===== config.mk =====
export PLATFORM = sky130hd
export DESIGN_NAME = sync_crc8_velocity_frame_receiver_core
export DESIGN_NICKNAME = d
export VERILOG_FILES = /design/src/rtl/scfr_pkg.sv /design/src/rtl/scfr_front.sv /design/src/rtl/scfr_back.sv /design/src/rtl/sync_crc8_velocity_frame_receiver_core.sv
export SDC_FILE = /design/constraint.sdc
export NUM_CORES = 1
export LEC_CHECK = 0
export BUFFER_PORTS_ARGS = -buffer_cell sky130_fd_sc_hd__buf_2
export CORE_MARGIN = 5
export CORE_UTILIZATION = 40
export CTS_BUF_LIST = sky130_fd_sc_hd__clkbuf_16
export CTS_CLUSTER_SIZE = 16
export DETAILED_ROUTE_END_ITERATION = 16
export SYNTH_ARGS = -nofsm -noshare
export SYNTH_HDL_FRONTEND = slang
export SYNTH_HIERARCHICAL = 1
export SYNTH_SLANG_ARGS = --single-unit

===== constraint.sdc =====
create_clock -name clock -period 39 [get_ports clock]
set_input_delay 5.85 -clock clock [delete_from_list [all_inputs] [get_ports clock]]
set_output_delay 5.85 -clock clock [all_outputs]
set_load 0.01 [all_outputs]

===== src/rtl/scfr_pkg.sv =====
// Shared types, constants and CRC function for the sync-framed velocity receiver.
package scfr_pkg;

   localparam int FRAME_BYTES = 15;
   localparam logic [3:0] PAYLOAD_LEN = 4'(FRAME_BYTES - 3);

   localparam logic [7:0] CRC_POLY = 8'h07;
   localparam logic [7:0] CRC_TOP = 8'h80;

   localparam logic [7:0] SYNC_FIRST_RESET = 8'd165;
   localparam logic [7:0] SYNC_SECOND_RESET = 8'd90;
   localparam logic [15:0] TIMEOUT_RESET = 16'd1000;
   localparam logic [15:0] AGE_MAX = 16'hFFFF;

   localparam logic [1:0] CSR_SYNC_FIRST = 2'd0;
   localparam logic [1:0] CSR_SYNC_SECOND = 2'd1;
   localparam logic [1:0] CSR_TIMEOUT = 2'd2;

   typedef struct packed {
      logic cmd;
      logic [7:0] rx_byte;
   } req_type;

   typedef struct packed {
      logic frame_done;
      logic crc_error;
      logic cmd_valid;
      logic [31:0] vx_bits;
      logic [31:0] vy_bits;
      logic [31:0] wz_bits;
   } rsp_type;

   typedef enum logic {
      ITEM_BYTE = 1'b0,
      ITEM_TICK = 1'b1
   } item_kind_type;

   typedef struct packed {
      item_kind_type kind;
      logic [7:0] data;
   } item_type;

   typedef struct packed {
      logic valid;
      item_type item;
   } queue_head_type;

   typedef struct packed {
      logic [7:0] sync_first;
      logic [7:0] sync_second;
      logic [15:0] timeout_ms;
   } cfg_type;

   typedef enum logic [1:0] {
      PHASE_SYNC1 = 2'd0,
      PHASE_SYNC2 = 2'd1,
      PHASE_BODY = 2'd2
   } phase_type;

   function automatic logic [7:0] crc8_step(input logic [7:0] acc, input logic [7:0] b);
      logic [7:0] v;
      v = acc ^ b;
      for (int k = 0; k < 8; k++) begin
         if ((v & CRC_TOP) != 8'd0) begin
            v = (v << 1) ^ CRC_POLY;
         end else begin
            v = v << 1;
         end
      end
      return v;
   endfunction

endpackage


===== src/rtl/scfr_front.sv =====
// Input side: accepts beats, classifies them and holds them in a two-entry queue.
module scfr_front (
   input  logic clock,
   input  logic reset,
   input  logic req_valid,
   output logic req_stall,
   input  scfr_pkg::req_type req_data,
   input  logic pop,
   output scfr_pkg::queue_head_type head
);
   import scfr_pkg::*;

   item_type queue_ff [2];
   logic wr_ptr_ff, wr_ptr_in;
   logic rd_ptr_ff, rd_ptr_in;
   logic [1:0] count_ff, count_in;
   logic push;
   item_type new_item;

   assign req_stall = (count_ff == 2'd2);
   assign push = req_valid && !req_stall;

   always_comb begin
      new_item.kind = req_data.cmd ? ITEM_TICK : ITEM_BYTE;
      new_item.data = req_data.rx_byte;
   end

   always_comb begin
      wr_ptr_in = push ? ~wr_ptr_ff : wr_ptr_ff;
      rd_ptr_in = pop ? ~rd_ptr_ff : rd_ptr_ff;
      count_in = count_ff + {1'b0, push} - {1'b0, pop};
   end

   assign head.valid = (count_ff != 2'd0);
   assign head.item = queue_ff[rd_ptr_ff];

   always_ff @(posedge clock) begin
      if (reset) begin
         wr_ptr_ff <= 1'b0;
         rd_ptr_ff <= 1'b0;
         count_ff <= 2'd0;
      end else begin
         wr_ptr_ff <= wr_ptr_in;
         rd_ptr_ff <= rd_ptr_in;
         count_ff <= count_in;
      end
   end

   always_ff @(posedge clock) begin
      if (push) begin
         queue_ff[wr_ptr_ff] <= new_item;
      end
   end

endmodule


===== src/rtl/scfr_back.sv =====
// Execution side: framing state machine, CRC, held command, age counter and result register.
module scfr_back (
   input  logic clock,
   input  logic reset,
   input  scfr_pkg::cfg_type cfg,
   input  scfr_pkg::queue_head_type head,
   output logic pop,
   output logic rsp_valid,
   input  logic rsp_stall,
   output scfr_pkg::rsp_type rsp_data
);
   import scfr_pkg::*;

   phase_type phase_ff, phase_in;
   logic [3:0] byte_count_ff, byte_count_in;
   logic [7:0] crc_ff, crc_in;
   logic [7:0] payload_shift_ff [12];
   logic shift_en;
   logic [31:0] held_ff [3];
   logic [31:0] held_in [3];
   logic fresh_ff, fresh_in;
   logic [15:0] age_ff, age_in;
   logic rsp_valid_ff, rsp_valid_in;
   rsp_type rsp_data_ff, rsp_data_in;
   logic fire;
   logic done, bad;
   logic [7:0] b;

   assign fire = head.valid && (!rsp_valid_ff || !rsp_stall);
   assign pop = fire;
   assign b = head.item.data;

   always_comb begin
      phase_in = phase_ff;
      byte_count_in = byte_count_ff;
      crc_in = crc_ff;
      shift_en = 1'b0;
      held_in = held_ff;
      fresh_in = fresh_ff;
      age_in = age_ff;
      done = 1'b0;
      bad = 1'b0;
      if (head.item.kind == ITEM_TICK) begin
         if (age_ff != AGE_MAX) begin
            age_in = age_ff + 16'd1;
         end
         if (fresh_ff && (age_in > cfg.timeout_ms)) begin
            fresh_in = 1'b0;
         end
      end else begin
         case (phase_ff)
            PHASE_SYNC2: begin
               if (b == cfg.sync_second) begin
                  phase_in = PHASE_BODY;
                  byte_count_in = 4'd0;
                  crc_in = crc8_step(crc8_step(8'd0, cfg.sync_first), cfg.sync_second);
               end else if (b != cfg.sync_first) begin
                  phase_in = PHASE_SYNC1;
               end
            end
            PHASE_BODY: begin
               if (byte_count_ff < PAYLOAD_LEN) begin
                  shift_en = 1'b1;
                  crc_in = crc8_step(crc_ff, b);
                  byte_count_in = byte_count_ff + 4'd1;
               end else begin
                  if (b == crc_ff) begin
                     for (int w = 0; w < 3; w++) begin
                        held_in[w] = {payload_shift_ff[4*w+3], payload_shift_ff[4*w+2],
                                      payload_shift_ff[4*w+1], payload_shift_ff[4*w]};
                     end
                     fresh_in = 1'b1;
                     age_in = 16'd0;
                     done = 1'b1;
                  end else begin
                     bad = 1'b1;
                  end
                  phase_in = PHASE_SYNC1;
                  byte_count_in = 4'd0;
               end
            end
            default: begin
               phase_in = (b == cfg.sync_first) ? PHASE_SYNC2 : PHASE_SYNC1;
            end
         endcase
      end
   end

   always_comb begin
      rsp_data_in.frame_done = done;
      rsp_data_in.crc_error = bad;
      rsp_data_in.cmd_valid = fresh_in;
      rsp_data_in.vx_bits = held_in[0];
      rsp_data_in.vy_bits = held_in[1];
      rsp_data_in.wz_bits = held_in[2];
      if (fire) begin
         rsp_valid_in = 1'b1;
      end else if (!rsp_stall) begin
         rsp_valid_in = 1'b0;
      end else begin
         rsp_valid_in = rsp_valid_ff;
      end
   end

   always_ff @(posedge clock) begin
      if (reset) begin
         phase_ff <= PHASE_SYNC1;
         byte_count_ff <= 4'd0;
         crc_ff <= 8'd0;
         for (int w = 0; w < 3; w++) begin
            held_ff[w] <= 32'd0;
         end
         fresh_ff <= 1'b0;
         age_ff <= 16'd0;
         rsp_valid_ff <= 1'b0;
      end else begin
         rsp_valid_ff <= rsp_valid_in;
         if (fire) begin
            phase_ff <= phase_in;
            byte_count_ff <= byte_count_in;
            crc_ff <= crc_in;
            held_ff <= held_in;
            fresh_ff <= fresh_in;
            age_ff <= age_in;
         end
      end
   end

   always_ff @(posedge clock) begin
      if (fire && shift_en) begin
         for (int i = 0; i < 11; i++) begin
            payload_shift_ff[i] <= payload_shift_ff[i+1];
         end
         payload_shift_ff[11] <= b;
      end
      if (fire) begin
         rsp_data_ff <= rsp_data_in;
      end
   end

   assign rsp_valid = rsp_valid_ff;
   assign rsp_data = rsp_data_ff;

endmodule


===== src/rtl/sync_crc8_velocity_frame_receiver_core.sv =====
// Top level of the sync-framed velocity command receiver with CRC-8 check and timeout.
// Takes one beat per clock unless req_stall is high: a received byte or a one-millisecond
// tick. A beat is classified and queued in a two-entry queue on the request side, and the
// frame logic takes one queued beat per cycle while the result side does not stall, so the
// sustained rate is one beat per cycle; a result is held in the result register after its
// beat leaves the queue. The per-byte CRC-8 update (polynomial 0x07) is combinational in
// the frame logic and sets its path. Every beat gives exactly one result; configuration
// writes are always ready and must only be issued while the block is idle.
module sync_crc8_velocity_frame_receiver_core (
   input  logic clock,
   input  logic reset,
   input  logic req_valid,
   output logic req_stall,
   input  scfr_pkg::req_type req_data,
   output logic rsp_valid,
   input  logic rsp_stall,
   output scfr_pkg::rsp_type rsp_data,
   input  logic csr_valid,
   output logic csr_ready,
   input  logic [1:0] csr_index,
   input  logic [15:0] csr_wdata
);
   import scfr_pkg::*;

   cfg_type cfg_ff, cfg_in;
   queue_head_type head;
   logic pop;

   assign csr_ready = 1'b1;

   always_comb begin
      cfg_in = cfg_ff;
      if (csr_valid && csr_ready) begin
         case (csr_index)
            CSR_SYNC_FIRST: cfg_in.sync_first = csr_wdata[7:0];
            CSR_SYNC_SECOND: cfg_in.sync_second = csr_wdata[7:0];
            CSR_TIMEOUT: cfg_in.timeout_ms = csr_wdata;
            default: cfg_in = cfg_ff;
         endcase
      end
   end

   always_ff @(posedge clock) begin
      if (reset) begin
         cfg_ff.sync_first <= SYNC_FIRST_RESET;
         cfg_ff.sync_second <= SYNC_SECOND_RESET;
         cfg_ff.timeout_ms <= TIMEOUT_RESET;
      end else begin
         cfg_ff <= cfg_in;
      end
   end

   scfr_front u_front (
      .clock     (clock),
      .reset     (reset),
      .req_valid (req_valid),
      .req_stall (req_stall),
      .req_data  (req_data),
      .pop       (pop),
      .head      (head)
   );

   scfr_back u_back (
      .clock     (clock),
      .reset     (reset),
      .cfg       (cfg_ff),
      .head      (head),
      .pop       (pop),
      .rsp_valid (rsp_valid),
      .rsp_stall (rsp_stall),
      .rsp_data  (rsp_data)
   );

endmodule


Word level (Yosys, flattened, before mapping)
Memory sizes are Yosys's and may differ from the RTL's. A register that Yosys moved wholly into a read port is not among the register bits.
Index checks and enable logic that the tools add are counted.
Word-level totals
  register bits after elaboration: 263
  memories kept: 2
  bits in writable memories: 114
  word-level logic and storage cells: 226
  input bits: 32
Operators by class
  multiplexer cells: 130
  bitwise operators: 30
  $add $sub $neg: 4
  order comparisons: 2
  equal/unequal tests: 16
  reductions and logical operators: 21
Memories
  u_back.payload_shift_ff: words 12, width 8, rd ports 12, clocked after Yosys merged registers in 0, wr ports 12, RTL line scfr_back.sv:17  | logic [7:0] payload_shift_ff [12];
  u_front.queue_ff: words 2, width 9, rd ports 1, clocked after Yosys merged registers in 1, wr ports 1, RTL line scfr_front.sv:13  | item_type queue_ff [2];
Operators by type and width (count)
  8-bit two-way mux: 68
  96-bit two-way mux: 4
  16-bit two-way mux: 6
  3-bit two-way mux: 24
  3-bit NOT: 24
  8-bit equality test: 3
  1-bit two-way mux: 20
  16-bit by 1-bit adder with 16-bit output, second input constant: 1
  16-bit > comparator: 1
  16-bit != test, second input constant: 1
  8-bit one-hot mux with 2 select lines: 1
  8-bit XOR: 2
  4-bit AND reduction: 3
  4-bit two-way mux: 2
  8-bit != test: 1
  4-bit one-hot mux with 2 select lines: 1
  2-bit nonzero test: 4
  2-bit equality test, second input constant: 3
  2-bit two-way mux: 3
  2-bit by 1-bit != test with 1-bit output, second input constant: 3
  2-bit AND reduction: 3
  5-bit AND reduction: 1
  4-bit by 1-bit adder with 4-bit output, second input constant: 1
  2-bit by 1-bit equality test with 1-bit output, second input constant: 2
  other kinds (12): 21

Depth between registers and ports, before layout
Gate-level depths: netlist of the first run.
  depth after elaboration: 80
  depth in mapped cells: 14
  mapped depth without buffers: 12

Cells and area by module
Netlist of the first run, hierarchy kept.
Modules (own cells, without submodules)
  scfr_back: cells each 1088, times used 1, area an instance 13244.0 µm², seq. area each 8418.1 µm²
  sync_crc8_velocity_frame_receiver_core: cells each 137, times used 1, area an instance 1358.8 µm², seq. area each 640.6 µm²
  scfr_front: cells each 53, times used 1, area an instance 873.3 µm², seq. area each 640.6 µm²

Worst setup path after synthesis of the first run
Ideal clock, no wire load.
  path kind: input -> register
  start: in rsp_stall
  end: mem u_back.payload_shift_ff[0][0] (enable)
  path slack: 22670 ps
  arrival: 15779 ps
  required time: 38450 ps
  stages on the path: 3
  cell sequence: a21boi_1 > nand2b_1 > nor2_1
RTL lines
  start, declared: RTL line sync_crc8_velocity_frame_receiver_core.sv:16  | input logic rsp_stall,
  end, declared: RTL line scfr_back.sv:17

==> results.py, run 1 <==
metrics = {
    "sta": {
        "grt_setup_unrepaired": "no",
        "worst_clock_skew_ns": 0.0264,
        "period_needed_ns": 8.36,
        "max_slew_margin_pct": 24.6,
        "fin_tns_setup_ns": 0,
        "drv_slew": 0,
        "tightest_slew_ns": 1.13,
        "period_share_pct": 21.4,
        "finalSetupViolCount": 0,
        "fmax_ghz": 0.120,
        "finalHoldViolations": 0,
    },
    "layout": {
        "multiInputGateArea_um2": 5400,
        "fin_util_pct": 46.3,
        "antenna-diode-count": 0,
        "layout-drive-gt1-share_pct": 21.8,
        "nNetsFinal": 1448,
        "final-seq-area_um2": 9700,
        "syn2layout_area_growth_pct": 15.0,
        "n_fill_cell": 3510,
    },
    "critical_path": {
        "crit_path_end_kind": "flop",
        "cp-start-kind": "input pin",
        "r2r_cells": 9,
        "crit_path_cell_trace": "buf_2 -> a21boi_4 -> buf_4 -> nand2b_1 -> nor2_4 -> buf_4",
        "criticalPathCategory": "input pin to flop",
        "cpMostUsedCell": "buf_4",
        "critPathMaxStageDelay_ns": 0.80,
        "arrival_ns": 8.52,
        "cpMaxStageDelayCell": "buf_4",
        "worstReg2RegEnd": "u_back/rsp_data[45]",
        "critical_path.max_fanout": 63,
        "reg2reg_setup_slack_ns": 34.57,
        "required_ns": 39.15,
    },
    "clock_network": {
        "clock_latency_ns": 0.55,
        "cts_buffers": 40,
        "cts_tree": "done",
        "cts_max_path_buffers": 3,
        "cts_resized": 0,
        "cts.clk_slew.worst_paths_ns": 0.06,
        "holdBufCountCts": 0,
        "cts.sinks": 378,
        "cts_root_buf": "clkbuf_16",
        "cts_max_level": 2,
        "cts_setup_buffers": 0,
    },
    "min_path": {
        "hold_end": "u_back/held_ff[7]",
        "hold_depth": 2,
        "hold_class": "flop to flop",
        "worst_hold_startpoint": "u_back/held_ff[7]",
    },
    "grt": {
        "grt_max_degree": 98,
        "gr-total-overflow": 0,
        "antenna_found_initial": 0,
        "grt_pass1_vias": 9166,
        "grt_pass1_wl_um": 49700,
        "grt.total_usage_pct": 14.5,
    },
    "floorplan": {
        "core_area_um2": 38500,
        "rows": 72,
        "dieArea_um2": 42700,
        "die_x_um": 207,
        "start_util_pct": 40.2,
        "die_y_um": 207,
        "io-pin-count": 134,
    },
    "power": {
        "p_seq_share_pct": 49.2,
        "pwr-share-clk_pct": 35.0,
        "powerDensity_nw_per_um2": 56.4,
        "power_frac_comb_pct": 15.8,
        "p_int_w": 0.000733,
        "power.leakage_nw": 6.57,
        "vdd_ir_drop_max_uv": 31.3,
        "switching_share_pct": 27.0,
        "switchingPower_w": 0.000271,
    },
    "route": {
        "viasPerCell": 4.88,
        "vias": 9471,
        "drc": 0,
        "dr.pass1.iters": 5,
        "avgRoutedWirePerCell_um": 16.2,
        "wirelength_um": 31500,
        "drt.antenna.violating_nets": 0,
        "drt_iter0_markers": 564,
    },
    "synth": {
        "synth_fp_nets": 1335,
        "seq_area_frac_synth_pct": 62.7,
        "yosys-top-cells-area": "edfxtp_1 (41%), dfxtp_1 (21%), mux2_2 (7.7%)",
        "yosysMostFrequentCell": "nand2_1",
        "yosysWarnings": 6,
        "synthTopCellsByCount": "nand2_1 (222), edfxtp_1 (213), dfxtp_1 (165)",
        "ys_types": 57,
        "ys_ff_latch": 378,
        "synth_edf_count": 213,
        "mappedNetlistArea_um2": 15500,
        "synth_flop_cell": "edfxtp_1",
        "synth_cells": 1278,
        "syn_area_per_cell_um2": 12.1,
        "async_flop_share_pct": 0,
        "yosysTopAreaCell": "edfxtp_1",
        "yosysTopAreaCellShare_pct": 41.3,
    },
    "placed_design": {
        "place_congestion": 0.780,
        "dp_hpwl_um": 20000,
        "io_buffers": 132,
    },
    "run": {
        "maxCapViolCount": 0,
    },
    "outcome": {
        "status": "finished, final reports clean",
    },
}
-- sequential cells by signal, indices dropped and copies added, names as in the netlist, named ones only --
name                     flops
u_back/held_ff              96
u_front/queue_ff            18
u_back/payload_shift_ff     96
u_front/count_ff             2
u_back/byte_count_ff         4
u_back/age_ff               16
cfg_ff                      32
u_back/phase_ff              2
u_back/rsp_valid             1
u_back/crc_ff                8
u_front/rd_ptr_ff            1
u_front/wr_ptr_ff            1
u_back/rsp_data             99
u_back/fresh_ff              1
-- cells in the final DEF (no fill, tap or decap), types with 4 or more instances in the layout --
cell,Yosys,layout
nor4_1,7,7
o31ai_1,5,5
nor2b_1,4,4
a31oi_1,11,11
o21ai_0,19,19
mux2i_1,41,41
edfxtp_1,213,213
xnor3_1,4,4
a21o_1,4,4
clkinv_1,0,10
nand3_1,12,12
nand4_1,9,9
nand2b_1,34,34
a21oi_1,112,112
o21a_1,4,4
buf_4,5,7
clkinv_2,0,5
xnor2_1,54,54
inv_1,27,39
and2_1,5,4
a211o_1,4,4
nor2_1,55,54
ha_1,25,25
xor2_1,25,25
mux2_2,106,106
dfxtp_1,165,165
clkbuf_16,0,40
buf_2,24,131
nand2_1,222,221
-- critical path: cells and delay by family --
kind	cells	cell delay, ns
AO/OA/AOI/OAI	1	0.14
buffers and inverters	3	1.40
AND/OR/NAND/NOR	2	1.04
-- power by group through the flow --
stage                     clock network (W)  registers (W)  logic [W]
after floorplan                           0       0.000527  0.0000786
after global placement                    0       0.000503   0.000160
after detailed placement                  0       0.000504   0.000162
after CTS                          0.000361       0.000496   0.000162
after global routing               0.000378       0.000499   0.000175
final                              0.000351       0.000494   0.000159
-- kinds of logic (layout without fill, tap and decap cells) --
logic type / Yosys count / in the layout / synth area share [%]
buffers and inverters: 96 / 241 / 2.69
AO/OA/AOI/OAI: 175 / 175 / 6.44
multiplexers: 147 / 147 / 10.4
other: 1 / 1 / 0.0242
adder cells (fa/ha/maj): 25 / 25 / 2.02
XOR/XNOR: 83 / 83 / 5.05
AND/OR/NAND/NOR: 373 / 373 / 10.7
flip-flops: 378 / 378 / 62.7
-- stage by stage --
stage	setup slack, ns	power [W]	hold slack, ns	cell area [um^2]	instances
finish	30.64	0.00100	0.451	17800	1941
global route	30.40	0.00105	0.467	17800	1941
CTS	30.58	0.00102	0.453	17800	1941
detailed placement	30.02	0.000666	0.444	16600	1867
global placement	30.07	0.000664	0.439	16600	1867
floorplan	22.67	0.000605	0.434	15500	1278
-- worst max path at each step --
stage	start	to	slack (ns)	cells after the start
after global placement	rsp_stall	u_back/payload_shift_ff[0][3]	30.07	6
after detailed placement	rsp_stall	u_back/payload_shift_ff[0][3]	30.02	6
after floorplan	rsp_stall	u_back/payload_shift_ff[0][0]	22.67	3
final	rsp_stall	u_back/payload_shift_ff[2][26]	30.64	6
after global routing	rsp_stall	u_back/payload_shift_ff[2][23]	30.40	6
after CTS	rsp_stall	u_back/payload_shift_ff[2][26]	30.58	6
-- final cells by class --
| class | count | share of cell area [%] |
|---|---|---|
| multi-input combinational | 804 | 30.3 |
| timing repair buffer | 139 | 4.04 |
| tap | 518 | 3.64 |
| sequential | 378 | 54.5 |
| clock inverter | 34 | 1.27 |
| clock buffer | 40 | 5.63 |
| inverter | 28 | 0.591 |
-- per-layer routing --
metal	vias to the layer above	GRT usage (%)	wire length (um)
li1	4702	-	-
met1	4535	19.9	14500
met2	195	24.0	14900
met3	39	2.75	1480
met4	0	3.54	569
met5	-	0	0
(Power assumes the default switching activity.)
==> inputs of run 2 (changes only) <==
==> constraint.sdc (replaced) <==
create_clock -name clock -period 8.7 [get_ports clock]
set_input_delay 1.305 -clock clock [delete_from_list [all_inputs] [get_ports clock]]
set_output_delay 1.305 -clock clock [all_outputs]
set_load 0.01 [all_outputs]
==> run 2 against run 1 <==
Net effect: cell count up 0.10%; sequential share of layout area down 0.24 points; clock-buffer cell count up 3; routed wire length up 6.0%.
==> results.py, run 2 (synthesized netlist as in run 1, its figures left out) <==
metrics = {
    "sta": {
        "grt_setup_unrepaired": "no",
        "period_needed_ns": 4.38,
        "holdWs_ns": 0.451,
        "period_share_pct": 50.4,
        "worst_slack_ns": 4.32,
        "finalHoldViolations": 0,
        "fmax_ghz": 0.228,
        "drv_slew": 0,
        "max_slew_margin_pct": 19.6,
        "tightest_slew_ns": 1.21,
        "finalSetupViolCount": 0,
        "fin_tns_setup_ns": 0,
        "worst_clock_skew_ns": 0.0159,
    },
    "power": {
        "powerDensity_nw_per_um2": 258,
        "power_frac_comb_pct": 15.7,
        "pwr-share-clk_pct": 35.7,
        "switchingPower_w": 0.00124,
        "vdd_ir_drop_max_uv": 134,
        "switching_share_pct": 26.9,
        "p_seq_share_pct": 48.6,
        "p_int_w": 0.00337,
        "power.leakage_nw": 6.63,
    },
    "grt": {
        "antenna_found_initial": 0,
        "gr-total-overflow": 0,
        "grt_pass1_wl_um": 53000,
        "grt.total_usage_pct": 15.6,
        "grt_max_degree": 97,
        "grt_pass1_vias": 9511,
    },
    "clock_network": {
        "cts_tree": "done",
        "clock_latency_ns": 0.56,
        "cts_resized": 0,
        "cts_setup_buffers": 0,
        "cts_max_path_buffers": 3,
        "cts.clk_slew.worst_paths_ns": 0.06,
        "cts_buffers": 40,
        "cts_max_level": 2,
        "cts.sinks": 378,
        "cts_root_buf": "clkbuf_16",
        "holdBufCountCts": 0,
    },
    "critical_path": {
        "crit_buf_inv": 2,
        "criticalPathCategory": "flop to flop",
        "crit_path_end_kind": "flop",
        "critical_path.max_fanout": 74,
        "crit_path_cell_trace": "mux2_2 -> xnor2_1 -> ha_1 -> nand3_1 -> or3_1 -> nor3_4 -> buf_4 -> buf_4 -> mux2_2",
        "critPathTopFamily": "buffers and inverters",
        "arrival_ns": 4.68,
        "critPathMaxStageDelay_ns": 0.88,
        "required_ns": 9.00,
        "cpMaxStageDelayCell": "buf_4",
        "cp-start-kind": "flop",
    },
    "floorplan": {
        "die_x_um": 207,
        "rows": 72,
        "die_y_um": 207,
        "io-pin-count": 134,
        "dieArea_um2": 42700,
        "core_area_um2": 38500,
        "start_util_pct": 40.2,
    },
    "layout": {
        "final_cell_mix": "nand2_1 (221), edfxtp_1 (213), dfxtp_1 (165)",
        "layout-drive-gt1-share_pct": 21.8,
        "fin_util_pct": 46.5,
        "antenna-diode-count": 0,
        "final_common_cell": "nand2_1",
        "largest_reg_flops": 99,
        "n_fill_cell": 3508,
        "nNetsFinal": 1450,
        "syn2layout_area_growth_pct": 15.5,
    },
    "outcome": {
        "status": "finished, final reports clean",
    },
    "placed_design": {
        "place_congestion": 0.796,
        "dp_hpwl_um": 20800,
        "io_buffers": 132,
        "post-place-ws_ns": 4.32,
    },
    "route": {
        "wl_met1_um": 15300,
        "vias": 9618,
        "drc": 0,
        "dr.pass1.iters": 5,
        "wl_met2_um": 15800,
        "drt_iter0_markers": 495,
        "routed.top_layer": "met4",
        "avgRoutedWirePerCell_um": 17.2,
        "met3_length_um": 1600,
        "drt.antenna.violating_nets": 0,
        "viasPerCell": 4.95,
        "wirelength_um": 33400,
    },
    "min_path": {
        "hold_class": "flop to flop",
    },
    "run": {
        "maxCapViolCount": 0,
    },
}
run 2: cell count changes in the layout (fill, tap and decap cells not counted):
cell / delta
clkinv_2: -3
clkinvlp_4: -2
inv_16: -1
clkbuf_16: +3
clkinv_1: -2
buf_4: +2
inv_1: +4
bufinv_16: +1
run 2: final cells by class:
cell class / instances / area [um^2] / area share, %
clock inverters: 31 / 214 / 1.20
repair buffers: 141 / 734 / 4.11
multi-input cells: 804 / 5400 / 30.2
well taps: 518 / 648 / 3.63
flip-flops and latches: 378 / 9700 / 54.3
clock buffers: 43 / 1080 / 6.02
inverters: 28 / 105 / 0.588
run 2: metal layers:
layer / vias up / GRT usage (%)
met5: - / 0
met4: 0 / 4.58
met3: 55 / 3.22
met2: 206 / 25.5
met1: 4640 / 21.2
li1: 4717 / -
run 2: power groups by stage:
stage	Clock (W)	Sequential, W	Combinational [W]
4_1_cts	0.00170	0.00225	0.000739
3_3_place_gp	0	0.00228	0.000733
5_1_grt	0.00178	0.00226	0.000793
6_report	0.00164	0.00224	0.000722
2_1_floorplan	0	0.00234	0.000352
3_5_place_dp	0	0.00228	0.000736
run 2: path summary, 6_finish.rpt:
check | from | end | slack, ns | cells after the start
max | flop | u_back/rsp_data[78] | 4.32 | 9
min | u_back/held_ff[4] | u_back/held_ff[4] | 0.45 | 2
max reg2reg | flop | u_back/rsp_data[78] | 4.32 | 9
min reg2reg | u_back/held_ff[4] | u_back/held_ff[4] | 0.45 | 2
run 2: through the flow:
step / area [um^2] / power, W / instances
after detailed placement: 16600 / 0.00302 / 1869
after floorplan: 15500 / 0.00269 / 1278
final: 17900 / 0.00460 / 1943
after CTS: 17900 / 0.00468 / 1943
after global routing: 17900 / 0.00483 / 1943
after global placement: 16600 / 0.00302 / 1869
run 2: tightest hold or removal path, cell delays in order (launching register included):
cell     delay [ns]
dfxtp_1        0.30
nand2_1        0.05
a21oi_1        0.05
